==> config.mk <==
export PLATFORM = sky130hd
export DESIGN_NAME = polygon_edge_box_overlap_flat
export DESIGN_NICKNAME = d
export VERILOG_FILES = /design/src/rtl/pebo_pkg.sv /design/src/rtl/pebo_in_if.sv /design/src/rtl/pebo_out_if.sv /design/src/rtl/polygon_edge_box_overlap.sv /design/src/rtl/pebo_edge_gen.sv /design/src/rtl/pebo_prod.sv /design/src/rtl/pebo_decide.sv /design/src/flat_wrapper.sv
export SDC_FILE = /design/constraint.sdc
export NUM_CORES = 2
export LEC_CHECK = 0
export ABC_AREA = 1
export BUFFER_PORTS_ARGS = -buffer_cell sky130_fd_sc_hd__buf_4
export CAP_MARGIN = 25
export CORE_ASPECT_RATIO = 0.5
export CORE_UTILIZATION = 60
export CTS_CLUSTER_SIZE = 24
export DETAILED_ROUTE_END_ITERATION = 10
export GPL_TIMING_DRIVEN = 1
export PLACE_DENSITY = 0.9
export SETUP_SLACK_MARGIN = 0.2
export SLEW_MARGIN = 20
export SYNTH_ARGS = -nofsm -noshare
export SYNTH_HDL_FRONTEND = slang
export SYNTH_HIERARCHICAL = 1
export SYNTH_SLANG_ARGS = --single-unit
==> constraint.sdc <==
create_clock -name clk -period 8.39 [get_ports clk]
set_clock_uncertainty 0.05 [all_clocks]
set_input_delay 0.4195 -clock clk [delete_from_list [all_inputs] [get_ports clk]]
set_output_delay 0.4195 -clock clk [all_outputs]
set_load 0.02 [all_outputs]
==> src/rtl/pebo_pkg.sv <==
package pebo_pkg;

  // Default coordinate width and edge counter modulus.
  localparam int COORD_BITS = 16;
  localparam int MAX_EDGES  = 1024;

  // Width of the edge index carried on the result channel.
  localparam int IDX_BITS = 10;

  // Configuration register map.
  localparam int CFG_ADDR_BITS = 2;

  typedef enum logic [CFG_ADDR_BITS-1:0] {
    REG_BOX_MIN_X = 2'd0,
    REG_BOX_MIN_Y = 2'd1,
    REG_BOX_MAX_X = 2'd2,
    REG_BOX_MAX_Y = 2'd3
  } cfg_reg_e;

  // Tag that travels with an edge through the pipeline.
  typedef struct packed {
    logic [IDX_BITS-1:0] idx;
    logic                closing;
  } edge_tag_t;

endpackage

==> src/rtl/pebo_in_if.sv <==
interface pebo_in_if #(
  parameter int CoordBits = pebo_pkg::COORD_BITS
);
  logic                        valid;
  logic                        ready;
  logic signed [CoordBits-1:0] vertex_x;
  logic signed [CoordBits-1:0] vertex_y;
  logic                        last_vertex;

  modport source (output valid, output vertex_x, output vertex_y, output last_vertex,
                  input ready);
  modport sink (input valid, input vertex_x, input vertex_y, input last_vertex,
                output ready);
endinterface

==> src/rtl/pebo_out_if.sv <==
interface pebo_out_if;
  import pebo_pkg::*;

  logic                valid;
  logic                ready;
  logic [IDX_BITS-1:0] edge_index;
  logic                touches_box;
  logic                last_result;

  modport source (output valid, output edge_index, output touches_box, output last_result,
                  input ready);
  modport sink (input valid, input edge_index, input touches_box, input last_result,
                output ready);
endinterface

==> src/rtl/polygon_edge_box_overlap.sv <==
// Channel   Dir  Word contents                              Handshake
// in_vtx    in   vertex_x, vertex_y, last_vertex           valid/ready
// out_res   out  edge_index, touches_box, last_result      valid/ready
// cfg_*     in   cfg_addr selects box register, cfg_wdata  cfg_we, no stall
//
// One vertex word is taken per cycle while in_ready is high. A final vertex that follows
// at least one other vertex yields its own edge and the wrap edge, so in_ready stays low until the edge
// register issues the wrap edge. A result passes the edge register, the product
// register and the result register in turn. Reset is synchronous and active
// low; it clears the box registers to zero and empties every stage. When
// out_ready is low the stages fill up behind the result register and in_ready
// falls only once the edge register can no longer move.
module polygon_edge_box_overlap #(
  parameter int CoordBits = pebo_pkg::COORD_BITS,
  parameter int MaxEdges  = pebo_pkg::MAX_EDGES
) (
  input  logic                               clk,
  input  logic                               rst_n,
  pebo_in_if.sink                            in_vtx,
  pebo_out_if.source                         out_res,
  input  logic                               cfg_we,
  input  logic [pebo_pkg::CFG_ADDR_BITS-1:0] cfg_addr,
  input  logic [CoordBits-1:0]               cfg_wdata
);
  import pebo_pkg::*;

  localparam int PW = 2 * CoordBits + 2;

  // Box registers. The user must change them only while the block is idle; the block
  // itself does not enforce this. The product stage reads them live.
  logic signed [CoordBits-1:0] box_min_x_r, box_min_x_nxt;
  logic signed [CoordBits-1:0] box_min_y_r, box_min_y_nxt;
  logic signed [CoordBits-1:0] box_max_x_r, box_max_x_nxt;
  logic signed [CoordBits-1:0] box_max_y_r, box_max_y_nxt;

  always_comb begin
    box_min_x_nxt = box_min_x_r;
    box_min_y_nxt = box_min_y_r;
    box_max_x_nxt = box_max_x_r;
    box_max_y_nxt = box_max_y_r;
    if (cfg_we) begin
      case (cfg_reg_e'(cfg_addr))
        REG_BOX_MIN_X: box_min_x_nxt = $signed(cfg_wdata);
        REG_BOX_MIN_Y: box_min_y_nxt = $signed(cfg_wdata);
        REG_BOX_MAX_X: box_max_x_nxt = $signed(cfg_wdata);
        REG_BOX_MAX_Y: box_max_y_nxt = $signed(cfg_wdata);
        default: ;
      endcase
    end
  end

  always_ff @(posedge clk) begin
    if (!rst_n) begin
      box_min_x_r <= '0;
      box_min_y_r <= '0;
      box_max_x_r <= '0;
      box_max_y_r <= '0;
    end else begin
      box_min_x_r <= box_min_x_nxt;
      box_min_y_r <= box_min_y_nxt;
      box_max_x_r <= box_max_x_nxt;
      box_max_y_r <= box_max_y_nxt;
    end
  end

  // Edge register: endpoints and tag of the edge being tested.
  logic                        e_valid;
  logic signed [CoordBits-1:0] e_px, e_py, e_qx, e_qy;
  edge_tag_t                   e_tag;

  // Product register: the four partial products and the endpoint/interval flag.
  logic                        s2_ready, s3_ready, p_valid, p_near;
  logic signed [PW-1:0]        pa_min, pa_max, pb_min, pb_max;
  edge_tag_t                   p_tag;

  pebo_edge_gen #(
    .CoordBits(CoordBits),
    .MaxEdges (MaxEdges)
  ) u_edge_gen (
    .clk     (clk),
    .rst_n   (rst_n),
    .in_vtx  (in_vtx),
    .s2_ready(s2_ready),
    .e_valid (e_valid),
    .e_px    (e_px),
    .e_py    (e_py),
    .e_qx    (e_qx),
    .e_qy    (e_qy),
    .e_tag   (e_tag)
  );

  pebo_prod #(
    .CoordBits(CoordBits)
  ) u_prod (
    .clk      (clk),
    .rst_n    (rst_n),
    .e_valid  (e_valid),
    .e_px     (e_px),
    .e_py     (e_py),
    .e_qx     (e_qx),
    .e_qy     (e_qy),
    .e_tag    (e_tag),
    .box_min_x(box_min_x_r),
    .box_min_y(box_min_y_r),
    .box_max_x(box_max_x_r),
    .box_max_y(box_max_y_r),
    .s2_ready (s2_ready),
    .s3_ready (s3_ready),
    .p_valid  (p_valid),
    .pa_min   (pa_min),
    .pa_max   (pa_max),
    .pb_min   (pb_min),
    .pb_max   (pb_max),
    .p_near   (p_near),
    .p_tag    (p_tag)
  );

  pebo_decide #(
    .CoordBits(CoordBits)
  ) u_decide (
    .clk     (clk),
    .rst_n   (rst_n),
    .p_valid (p_valid),
    .pa_min  (pa_min),
    .pa_max  (pa_max),
    .pb_min  (pb_min),
    .pb_max  (pb_max),
    .p_near  (p_near),
    .p_tag   (p_tag),
    .s3_ready(s3_ready),
    .out_res (out_res)
  );
endmodule

==> src/rtl/pebo_edge_gen.sv <==
module pebo_edge_gen #(
  parameter int CoordBits = pebo_pkg::COORD_BITS,
  parameter int MaxEdges  = pebo_pkg::MAX_EDGES
) (
  input  logic                        clk,
  input  logic                        rst_n,
  pebo_in_if.sink                     in_vtx,
  input  logic                        s2_ready,
  output logic                        e_valid,
  output logic signed [CoordBits-1:0] e_px,
  output logic signed [CoordBits-1:0] e_py,
  output logic signed [CoordBits-1:0] e_qx,
  output logic signed [CoordBits-1:0] e_qy,
  output pebo_pkg::edge_tag_t         e_tag
);
  import pebo_pkg::*;

  localparam int CntBits = $clog2(MaxEdges);

  logic signed [CoordBits-1:0] first_x_r, first_x_nxt, first_y_r, first_y_nxt;
  logic signed [CoordBits-1:0] prev_x_r, prev_x_nxt, prev_y_r, prev_y_nxt;
  logic [CntBits-1:0]          cnt_r, cnt_nxt, cnt_inc;
  logic                        have_first_r, have_first_nxt;
  logic                        pend_r, pend_nxt;
  logic                        ev_r, ev_nxt;
  logic signed [CoordBits-1:0] px_r, px_nxt, py_r, py_nxt, qx_r, qx_nxt, qy_r, qy_nxt;
  edge_tag_t                   tag_r, tag_nxt;
  logic                        s1_free;
  logic                        acc;

  assign s1_free      = !ev_r || s2_ready;
  assign in_vtx.ready = !pend_r && s1_free;
  assign acc          = in_vtx.valid && in_vtx.ready;
  assign cnt_inc      = (cnt_r == CntBits'(MaxEdges - 1)) ? '0 : cnt_r + 1'b1;

  always_comb begin
    first_x_nxt    = first_x_r;
    first_y_nxt    = first_y_r;
    prev_x_nxt     = prev_x_r;
    prev_y_nxt     = prev_y_r;
    cnt_nxt        = cnt_r;
    have_first_nxt = have_first_r;
    pend_nxt       = pend_r;
    ev_nxt         = s1_free ? 1'b0 : ev_r;
    px_nxt         = px_r;
    py_nxt         = py_r;
    qx_nxt         = qx_r;
    qy_nxt         = qy_r;
    tag_nxt        = tag_r;
    if (pend_r && s1_free) begin
      // Wrap edge from the final vertex back to the first one.
      ev_nxt         = 1'b1;
      px_nxt         = prev_x_r;
      py_nxt         = prev_y_r;
      qx_nxt         = first_x_r;
      qy_nxt         = first_y_r;
      tag_nxt        = '{idx: IDX_BITS'(cnt_r), closing: 1'b1};
      pend_nxt       = 1'b0;
      have_first_nxt = 1'b0;
      cnt_nxt        = '0;
    end else if (acc) begin
      prev_x_nxt = in_vtx.vertex_x;
      prev_y_nxt = in_vtx.vertex_y;
      if (!have_first_r) begin
        first_x_nxt = in_vtx.vertex_x;
        first_y_nxt = in_vtx.vertex_y;
        cnt_nxt     = '0;
        if (in_vtx.last_vertex) begin
          // A lone vertex closes onto itself.
          ev_nxt  = 1'b1;
          px_nxt  = in_vtx.vertex_x;
          py_nxt  = in_vtx.vertex_y;
          qx_nxt  = in_vtx.vertex_x;
          qy_nxt  = in_vtx.vertex_y;
          tag_nxt = '{idx: '0, closing: 1'b1};
        end else begin
          have_first_nxt = 1'b1;
        end
      end else begin
        ev_nxt   = 1'b1;
        px_nxt   = prev_x_r;
        py_nxt   = prev_y_r;
        qx_nxt   = in_vtx.vertex_x;
        qy_nxt   = in_vtx.vertex_y;
        tag_nxt  = '{idx: IDX_BITS'(cnt_r), closing: 1'b0};
        cnt_nxt  = cnt_inc;
        pend_nxt = in_vtx.last_vertex;
      end
    end
  end

  always_ff @(posedge clk) begin
    if (!rst_n) begin
      cnt_r        <= '0;
      have_first_r <= 1'b0;
      pend_r       <= 1'b0;
      ev_r         <= 1'b0;
    end else begin
      cnt_r        <= cnt_nxt;
      have_first_r <= have_first_nxt;
      pend_r       <= pend_nxt;
      ev_r         <= ev_nxt;
    end
  end

  always_ff @(posedge clk) begin
    first_x_r <= first_x_nxt;
    first_y_r <= first_y_nxt;
    prev_x_r  <= prev_x_nxt;
    prev_y_r  <= prev_y_nxt;
    px_r      <= px_nxt;
    py_r      <= py_nxt;
    qx_r      <= qx_nxt;
    qy_r      <= qy_nxt;
    tag_r     <= tag_nxt;
  end

  assign e_valid = ev_r;
  assign e_px    = px_r;
  assign e_py    = py_r;
  assign e_qx    = qx_r;
  assign e_qy    = qy_r;
  assign e_tag   = tag_r;
endmodule

==> src/rtl/pebo_prod.sv <==
module pebo_prod #(
  parameter int CoordBits = pebo_pkg::COORD_BITS
) (
  input  logic                            clk,
  input  logic                            rst_n,
  input  logic                            e_valid,
  input  logic signed [CoordBits-1:0]     e_px,
  input  logic signed [CoordBits-1:0]     e_py,
  input  logic signed [CoordBits-1:0]     e_qx,
  input  logic signed [CoordBits-1:0]     e_qy,
  input  pebo_pkg::edge_tag_t             e_tag,
  input  logic signed [CoordBits-1:0]     box_min_x,
  input  logic signed [CoordBits-1:0]     box_min_y,
  input  logic signed [CoordBits-1:0]     box_max_x,
  input  logic signed [CoordBits-1:0]     box_max_y,
  output logic                            s2_ready,
  input  logic                            s3_ready,
  output logic                            p_valid,
  output logic signed [2*CoordBits+1:0]   pa_min,
  output logic signed [2*CoordBits+1:0]   pa_max,
  output logic signed [2*CoordBits+1:0]   pb_min,
  output logic signed [2*CoordBits+1:0]   pb_max,
  output logic                            p_near,
  output pebo_pkg::edge_tag_t             p_tag
);
  import pebo_pkg::*;

  localparam int DW = CoordBits + 1;
  localparam int PW = 2 * DW;

  logic signed [DW-1:0] a, b, dx_min, dx_max, dy_min, dy_max;
  logic signed [PW-1:0] pa_min_r, pa_min_nxt, pa_max_r, pa_max_nxt;
  logic signed [PW-1:0] pb_min_r, pb_min_nxt, pb_max_r, pb_max_nxt;
  logic                 near_r, near_nxt;
  edge_tag_t            tag_r;
  logic                 pv_r, pv_nxt;
  logic                 in_p, in_q, ovl;
  logic                 load;

  // Line coefficients and corner offsets, one bit wider than a coordinate.
  assign a      = DW'(e_py) - DW'(e_qy);
  assign b      = DW'(e_qx) - DW'(e_px);
  assign dx_min = DW'(box_min_x) - DW'(e_px);
  assign dx_max = DW'(box_max_x) - DW'(e_px);
  assign dy_min = DW'(box_min_y) - DW'(e_py);
  assign dy_max = DW'(box_max_y) - DW'(e_py);

  assign pa_min_nxt = a * dx_min;
  assign pa_max_nxt = a * dx_max;
  assign pb_min_nxt = b * dy_min;
  assign pb_max_nxt = b * dy_max;

  // Endpoint and interval tests, taken exactly as written even for an inverted box.
  assign in_p = ((box_min_x <= e_px) == (e_px <= box_max_x)) &&
                ((box_min_y <= e_py) == (e_py <= box_max_y));
  assign in_q = ((box_min_x <= e_qx) == (e_qx <= box_max_x)) &&
                ((box_min_y <= e_qy) == (e_qy <= box_max_y));
  assign ovl  = ((e_px <= box_max_x) == (box_min_x <= e_qx)) &&
                ((e_py <= box_max_y) == (box_min_y <= e_qy));
  assign near_nxt = in_p || in_q || ovl;

  assign s2_ready = !pv_r || s3_ready;
  assign load     = s2_ready && e_valid;
  assign pv_nxt   = s2_ready ? e_valid : pv_r;

  always_ff @(posedge clk) begin
    if (!rst_n) begin
      pv_r <= 1'b0;
    end else begin
      pv_r <= pv_nxt;
    end
  end

  always_ff @(posedge clk) begin
    if (load) begin
      pa_min_r <= pa_min_nxt;
      pa_max_r <= pa_max_nxt;
      pb_min_r <= pb_min_nxt;
      pb_max_r <= pb_max_nxt;
      near_r   <= near_nxt;
      tag_r    <= e_tag;
    end
  end

  assign p_valid = pv_r;
  assign pa_min  = pa_min_r;
  assign pa_max  = pa_max_r;
  assign pb_min  = pb_min_r;
  assign pb_max  = pb_max_r;
  assign p_near  = near_r;
  assign p_tag   = tag_r;
endmodule

==> src/rtl/pebo_decide.sv <==
module pebo_decide #(
  parameter int CoordBits = pebo_pkg::COORD_BITS
) (
  input  logic                          clk,
  input  logic                          rst_n,
  input  logic                          p_valid,
  input  logic signed [2*CoordBits+1:0] pa_min,
  input  logic signed [2*CoordBits+1:0] pa_max,
  input  logic signed [2*CoordBits+1:0] pb_min,
  input  logic signed [2*CoordBits+1:0] pb_max,
  input  logic                          p_near,
  input  pebo_pkg::edge_tag_t           p_tag,
  output logic                          s3_ready,
  pebo_out_if.source                    out_res
);
  import pebo_pkg::*;

  localparam int SW = 2 * CoordBits + 3;

  logic signed [SW-1:0] c1, c2, c3, c4;
  logic [1:0]           g1, g2, g3, g4;
  logic                 ov_r, ov_nxt;
  logic                 touch_r, touch_nxt;
  edge_tag_t            tag_r;
  logic                 load;

  // Exact line value at the four corners, in the order of the reference corners.
  assign c1 = SW'(pa_min) + SW'(pb_min);
  assign c2 = SW'(pa_min) + SW'(pb_max);
  assign c3 = SW'(pa_max) + SW'(pb_max);
  assign c4 = SW'(pa_max) + SW'(pb_min);

  // Sign code: {negative, zero}.
  assign g1 = {c1[SW-1], c1 == '0};
  assign g2 = {c2[SW-1], c2 == '0};
  assign g3 = {c3[SW-1], c3 == '0};
  assign g4 = {c4[SW-1], c4 == '0};

  assign touch_nxt = !((g1 == g2) && (g1 == g3) && (g1 == g4)) && p_near;

  assign s3_ready = !ov_r || out_res.ready;
  assign load     = s3_ready && p_valid;
  assign ov_nxt   = s3_ready ? p_valid : ov_r;

  always_ff @(posedge clk) begin
    if (!rst_n) begin
      ov_r <= 1'b0;
    end else begin
      ov_r <= ov_nxt;
    end
  end

  always_ff @(posedge clk) begin
    if (load) begin
      touch_r <= touch_nxt;
      tag_r   <= p_tag;
    end
  end

  assign out_res.valid       = ov_r;
  assign out_res.edge_index  = tag_r.idx;
  assign out_res.touches_box = touch_r;
  assign out_res.last_result = tag_r.closing;
endmodule

==> src/flat_wrapper.sv <==
// flat-port wrapper written by rule: the top's interface ports become plain ports
module polygon_edge_box_overlap_flat import pebo_pkg::*;
#(
  parameter int CoordBits = pebo_pkg::COORD_BITS,
  parameter int MaxEdges  = pebo_pkg::MAX_EDGES
)
  (clk, rst_n, cfg_we, cfg_addr, cfg_wdata, in_vtx_valid, in_vtx_vertex_x, in_vtx_vertex_y, in_vtx_last_vertex, in_vtx_ready, out_res_valid, out_res_edge_index, out_res_touches_box, out_res_last_result, out_res_ready);
  pebo_in_if #(.CoordBits(CoordBits)) in_vtx_i ();
  pebo_out_if out_res_i ();
  input  logic clk;
  input  logic rst_n;
  input  logic cfg_we;
  input  logic [pebo_pkg::CFG_ADDR_BITS-1:0] cfg_addr;
  input  logic [CoordBits-1:0] cfg_wdata;
  input wire logic [$bits(in_vtx_i.valid)-1:0] in_vtx_valid;
  input wire logic [$bits(in_vtx_i.vertex_x)-1:0] in_vtx_vertex_x;
  input wire logic [$bits(in_vtx_i.vertex_y)-1:0] in_vtx_vertex_y;
  input wire logic [$bits(in_vtx_i.last_vertex)-1:0] in_vtx_last_vertex;
  output wire logic [$bits(in_vtx_i.ready)-1:0] in_vtx_ready;
  output wire logic [$bits(out_res_i.valid)-1:0] out_res_valid;
  output wire logic [$bits(out_res_i.edge_index)-1:0] out_res_edge_index;
  output wire logic [$bits(out_res_i.touches_box)-1:0] out_res_touches_box;
  output wire logic [$bits(out_res_i.last_result)-1:0] out_res_last_result;
  input wire logic [$bits(out_res_i.ready)-1:0] out_res_ready;
  assign in_vtx_i.valid = in_vtx_valid;
  assign in_vtx_i.vertex_x = in_vtx_vertex_x;
  assign in_vtx_i.vertex_y = in_vtx_vertex_y;
  assign in_vtx_i.last_vertex = in_vtx_last_vertex;
  assign in_vtx_ready = in_vtx_i.ready;
  assign out_res_valid = out_res_i.valid;
  assign out_res_edge_index = out_res_i.edge_index;
  assign out_res_touches_box = out_res_i.touches_box;
  assign out_res_last_result = out_res_i.last_result;
  assign out_res_i.ready = out_res_ready;
  polygon_edge_box_overlap #(.CoordBits(CoordBits), .MaxEdges(MaxEdges)) u_core (.clk(clk), .rst_n(rst_n), .in_vtx(in_vtx_i), .out_res(out_res_i), .cfg_we(cfg_we), .cfg_addr(cfg_addr), .cfg_wdata(cfg_wdata));
endmodule
==> reports/results.tsv <==
metric	value	unit
clk_path_buf_depth	3	
dieWidth	503	um
via_per_inst	5.63	
wl_met2	99.2	mm
crit_path_start_kind	register	
dr_wl_met3	35.3	mm
drive_gt1_frac	0.0555	
synth_area_leader_cell	fa_1	
wl_per_cell	20.6	um
yosys-mux-area-fraction	0.00578	
synth-adder-area-share	0.423	
syn_inst	9799	
syn_to_final_growth	6.60	%
dp.cells	11500	
final_common_cell	nand2_1	
reg2reg_slack	0.46	ns
hold_depth	3	
yosys-top-cells-area	fa_1, nand2_1, edfxtp_1	
critPathSlowestCell	fa_1	
critical_path_class	reg2reg	
cts-root-buf	clkbuf_16	
wl	240	mm
synth_top_area_share	0.317	
top_layer_used	met5	
status	complete, no violations	
cp_data_required_time	8.68	ns
dpl.hpwl	202	mm
clock_sinks	378	
fin_tns_setup	0	ns
setup_viol	0	
synth_fp_nets	11700	
cts-htree-levels	2	
fmax	0.126	GHz
met1_length	94.8	mm
clk_pin_slew	0.07	ns
core_area	124000	um^2
syn_area_per_cell	7.69	um^2
drt-initial-drc-count	7653	
maxSlewHeadroom	0.292	
fin_cells	11600	
synthesis.area	75400	um^2
reg2reg_from	u_core/u_edge_gen/e_py[10]	
synth-seq-area-share	0.140	
grt_max_degree	68	
insertion_delay	0.63	ns
cpMostUsedCell	nand2_1	
worst_ep_arrival_time	8.22	ns
cap_violations	0	
via_count	65500	
antenna_found_initial	5	
synth_compound_area_frac	0.0512	
rsz0062_at_grt	yes	
yosys.area_share.simple	0.224	
async_flop_share	0	
min_from	cfg_wdata[1]	
grt_pass1_wl	369	mm
firstDrtPassIters	10	
synth-xor-area-share	0.0295	
yosysWarningCount	6	
synth_cell_type_count	74	
io_pins	70	
worst_hold_path.endpoint	u_core/box_max_x_r[1]	
max_stage_delay	0.53	ns
floorplan.initialDensity	0.609	
synth_top_family_by_area	adder cells	
yosys_most_used_dff	edfxtp_1	
n_fill_cell	10400	
hold_viol_final	0	
synth-edff-count	298	
fp.dieH	253	um
ant_nets	0	
drc	0	
period_share	0.946	
grt_pass1_vias	65700	
grt_use_total	0.383	
cts_tree	done	
finalNetCount	11800	
final_cell_mix	nand2_1, inv_1, fa_1	
port_buffers	69	
crit_path_max_fanout	11	
hold_path.class	in2reg	
drv_slew	0	
worst_pin_slew	1.06	ns
rr_endpoint	u_core/u_prod/pa_min[28]	
place_congestion	1.09	
ys_ff_latch	378	
reg2regPathDepth	34	
rows	91	
cts_inserted_buffers	39	
die_area	127000	um^2
final.min_clock_period	7.93	ns
end_kind	register	
grt-ovfl-total	0	
[critical path, delay by kind of cell, from the launching register on]
family / cells / cell delay (ns)
AO/OA/AOI/OAI: 3 / 0.53
adder cells (fa/ha/maj): 8 / 3.86
buffers and inverters: 9 / 0.92
flip-flops: 1 / 0.45
AND/OR/NAND/NOR: 14 / 1.81
[layout make-up]
cell class              instances  area (um^2)  area share
flip-flops and latches        378        10600       0.131
clock buffers                  43          991      0.0123
diodes                          4         10.0    0.000125
clock inverters                28          379     0.00472
inverters                    2297         8640       0.108
well taps                    1674         2090      0.0261
multi-input cells            6939        55500       0.691
repair buffers                269         2190      0.0272
[worst max-delay path by stage]
| stage | from | to | slack (ns) | cells past startpoint |
|---|---|---|---|---|
| final | u_core/u_edge_gen/e_py[10] | u_core/u_prod/pa_min[28] | 0.46 | 34 |
| after global routing | u_core/u_edge_gen/e_py[0] | u_core/u_prod/pa_max[28] | 0.17 | 31 |
| after CTS | u_core/u_edge_gen/e_px[0] | u_core/u_prod/pb_min[23] | 0.28 | 29 |
| after detailed placement | u_core/u_edge_gen/e_px[0] | u_core/u_prod/pb_min[29] | 0.30 | 28 |
| after global placement | u_core/u_edge_gen/e_px[0] | u_core/u_prod/pb_min[23] | 0.46 | 29 |
| after floorplan | u_core/u_edge_gen/e_px[0] | u_core/u_prod/pa_max[28] | 1.37 | 27 |
[metrics by stage]
stage	hold slack (ns)	setup slack, ns	utilization	cell area (um^2)
after floorplan	0.350	1.37	-	75400
after global placement	0.354	0.457	0.633	78400
after detailed placement	0.355	0.301	0.633	78400
after CTS	0.00638	0.283	0.647	80100
after global routing	0.0229	0.166	0.649	80400
final	0.0428	0.456	0.649	80400
[synth_stat cells, types with 19 or more instances]
cell      number
nand2_1     2462
inv_1       2255
fa_1        1194
nor2_1      1077
ha_1         637
a21oi_1      361
nand3_1      343
edfxtp_1     298
o21ai_0      145
xor2_1       137
buf_2         83
dfxtp_1       80
nand4_1       74
xnor2_1       72
clkbuf_1      62
nor3_1        61
nor2_2        41
inv_2         31
o21bai_1      31
mux2_4        26
a21o_1        24
or2_2         21
a31oi_1       20
nand2_2       19
[metal layers]
layer	vias up	global-route usage
met5	-	0.00761
met4	6	0.137
met3	764	0.134
met2	3895	0.561
met1	31100	0.524
li1	29700	-
[logic make-up after synthesis]
kind of cell	after synthesis
xor+xnor	229
buf+inv	2482
flops	378
fa+ha+maj	1831
mux	30
simple gates	4173
compound gates	676
[flip-flops by register name, indices dropped and copies added, names as in the netlist, 10 cells and up]
name                                count
u_core/u_edge_gen/first_x_r            16
u_core/u_prod/pa_min                   34
u_core/u_edge_gen/e_tag                11
u_core/u_decide/out_res.edge_index     10
u_core/u_edge_gen/prev_y_r             16
u_core/u_edge_gen/prev_x_r             16
u_core/box_max_y_r                     16
u_core/box_min_x_r                     16
u_core/u_prod/pb_min                   34
u_core/u_edge_gen/e_qy                 16
u_core/box_min_y_r                     16
u_core/u_edge_gen/e_py                 16
u_core/u_prod/pa_max                   34
u_core/u_edge_gen/first_y_r            16
u_core/u_edge_gen/e_px                 16
u_core/u_prod/p_tag                    11
u_core/u_edge_gen/e_qx                 16
u_core/u_edge_gen/cnt_r                10
u_core/u_prod/pb_max                   34
u_core/box_max_x_r                     16
[timing repair]
item / CTS / global route
hold buffers: 33 / 0
setup buffers: 0 / 5
endpoints found under the setup margin: 0 / 47
hold endpoints to repair: 65 / 0
resized for setup: 0 / 39
Power is not shown: default switching activity piles up to over one toggle a cycle in this logic, so the estimate is an artifact.
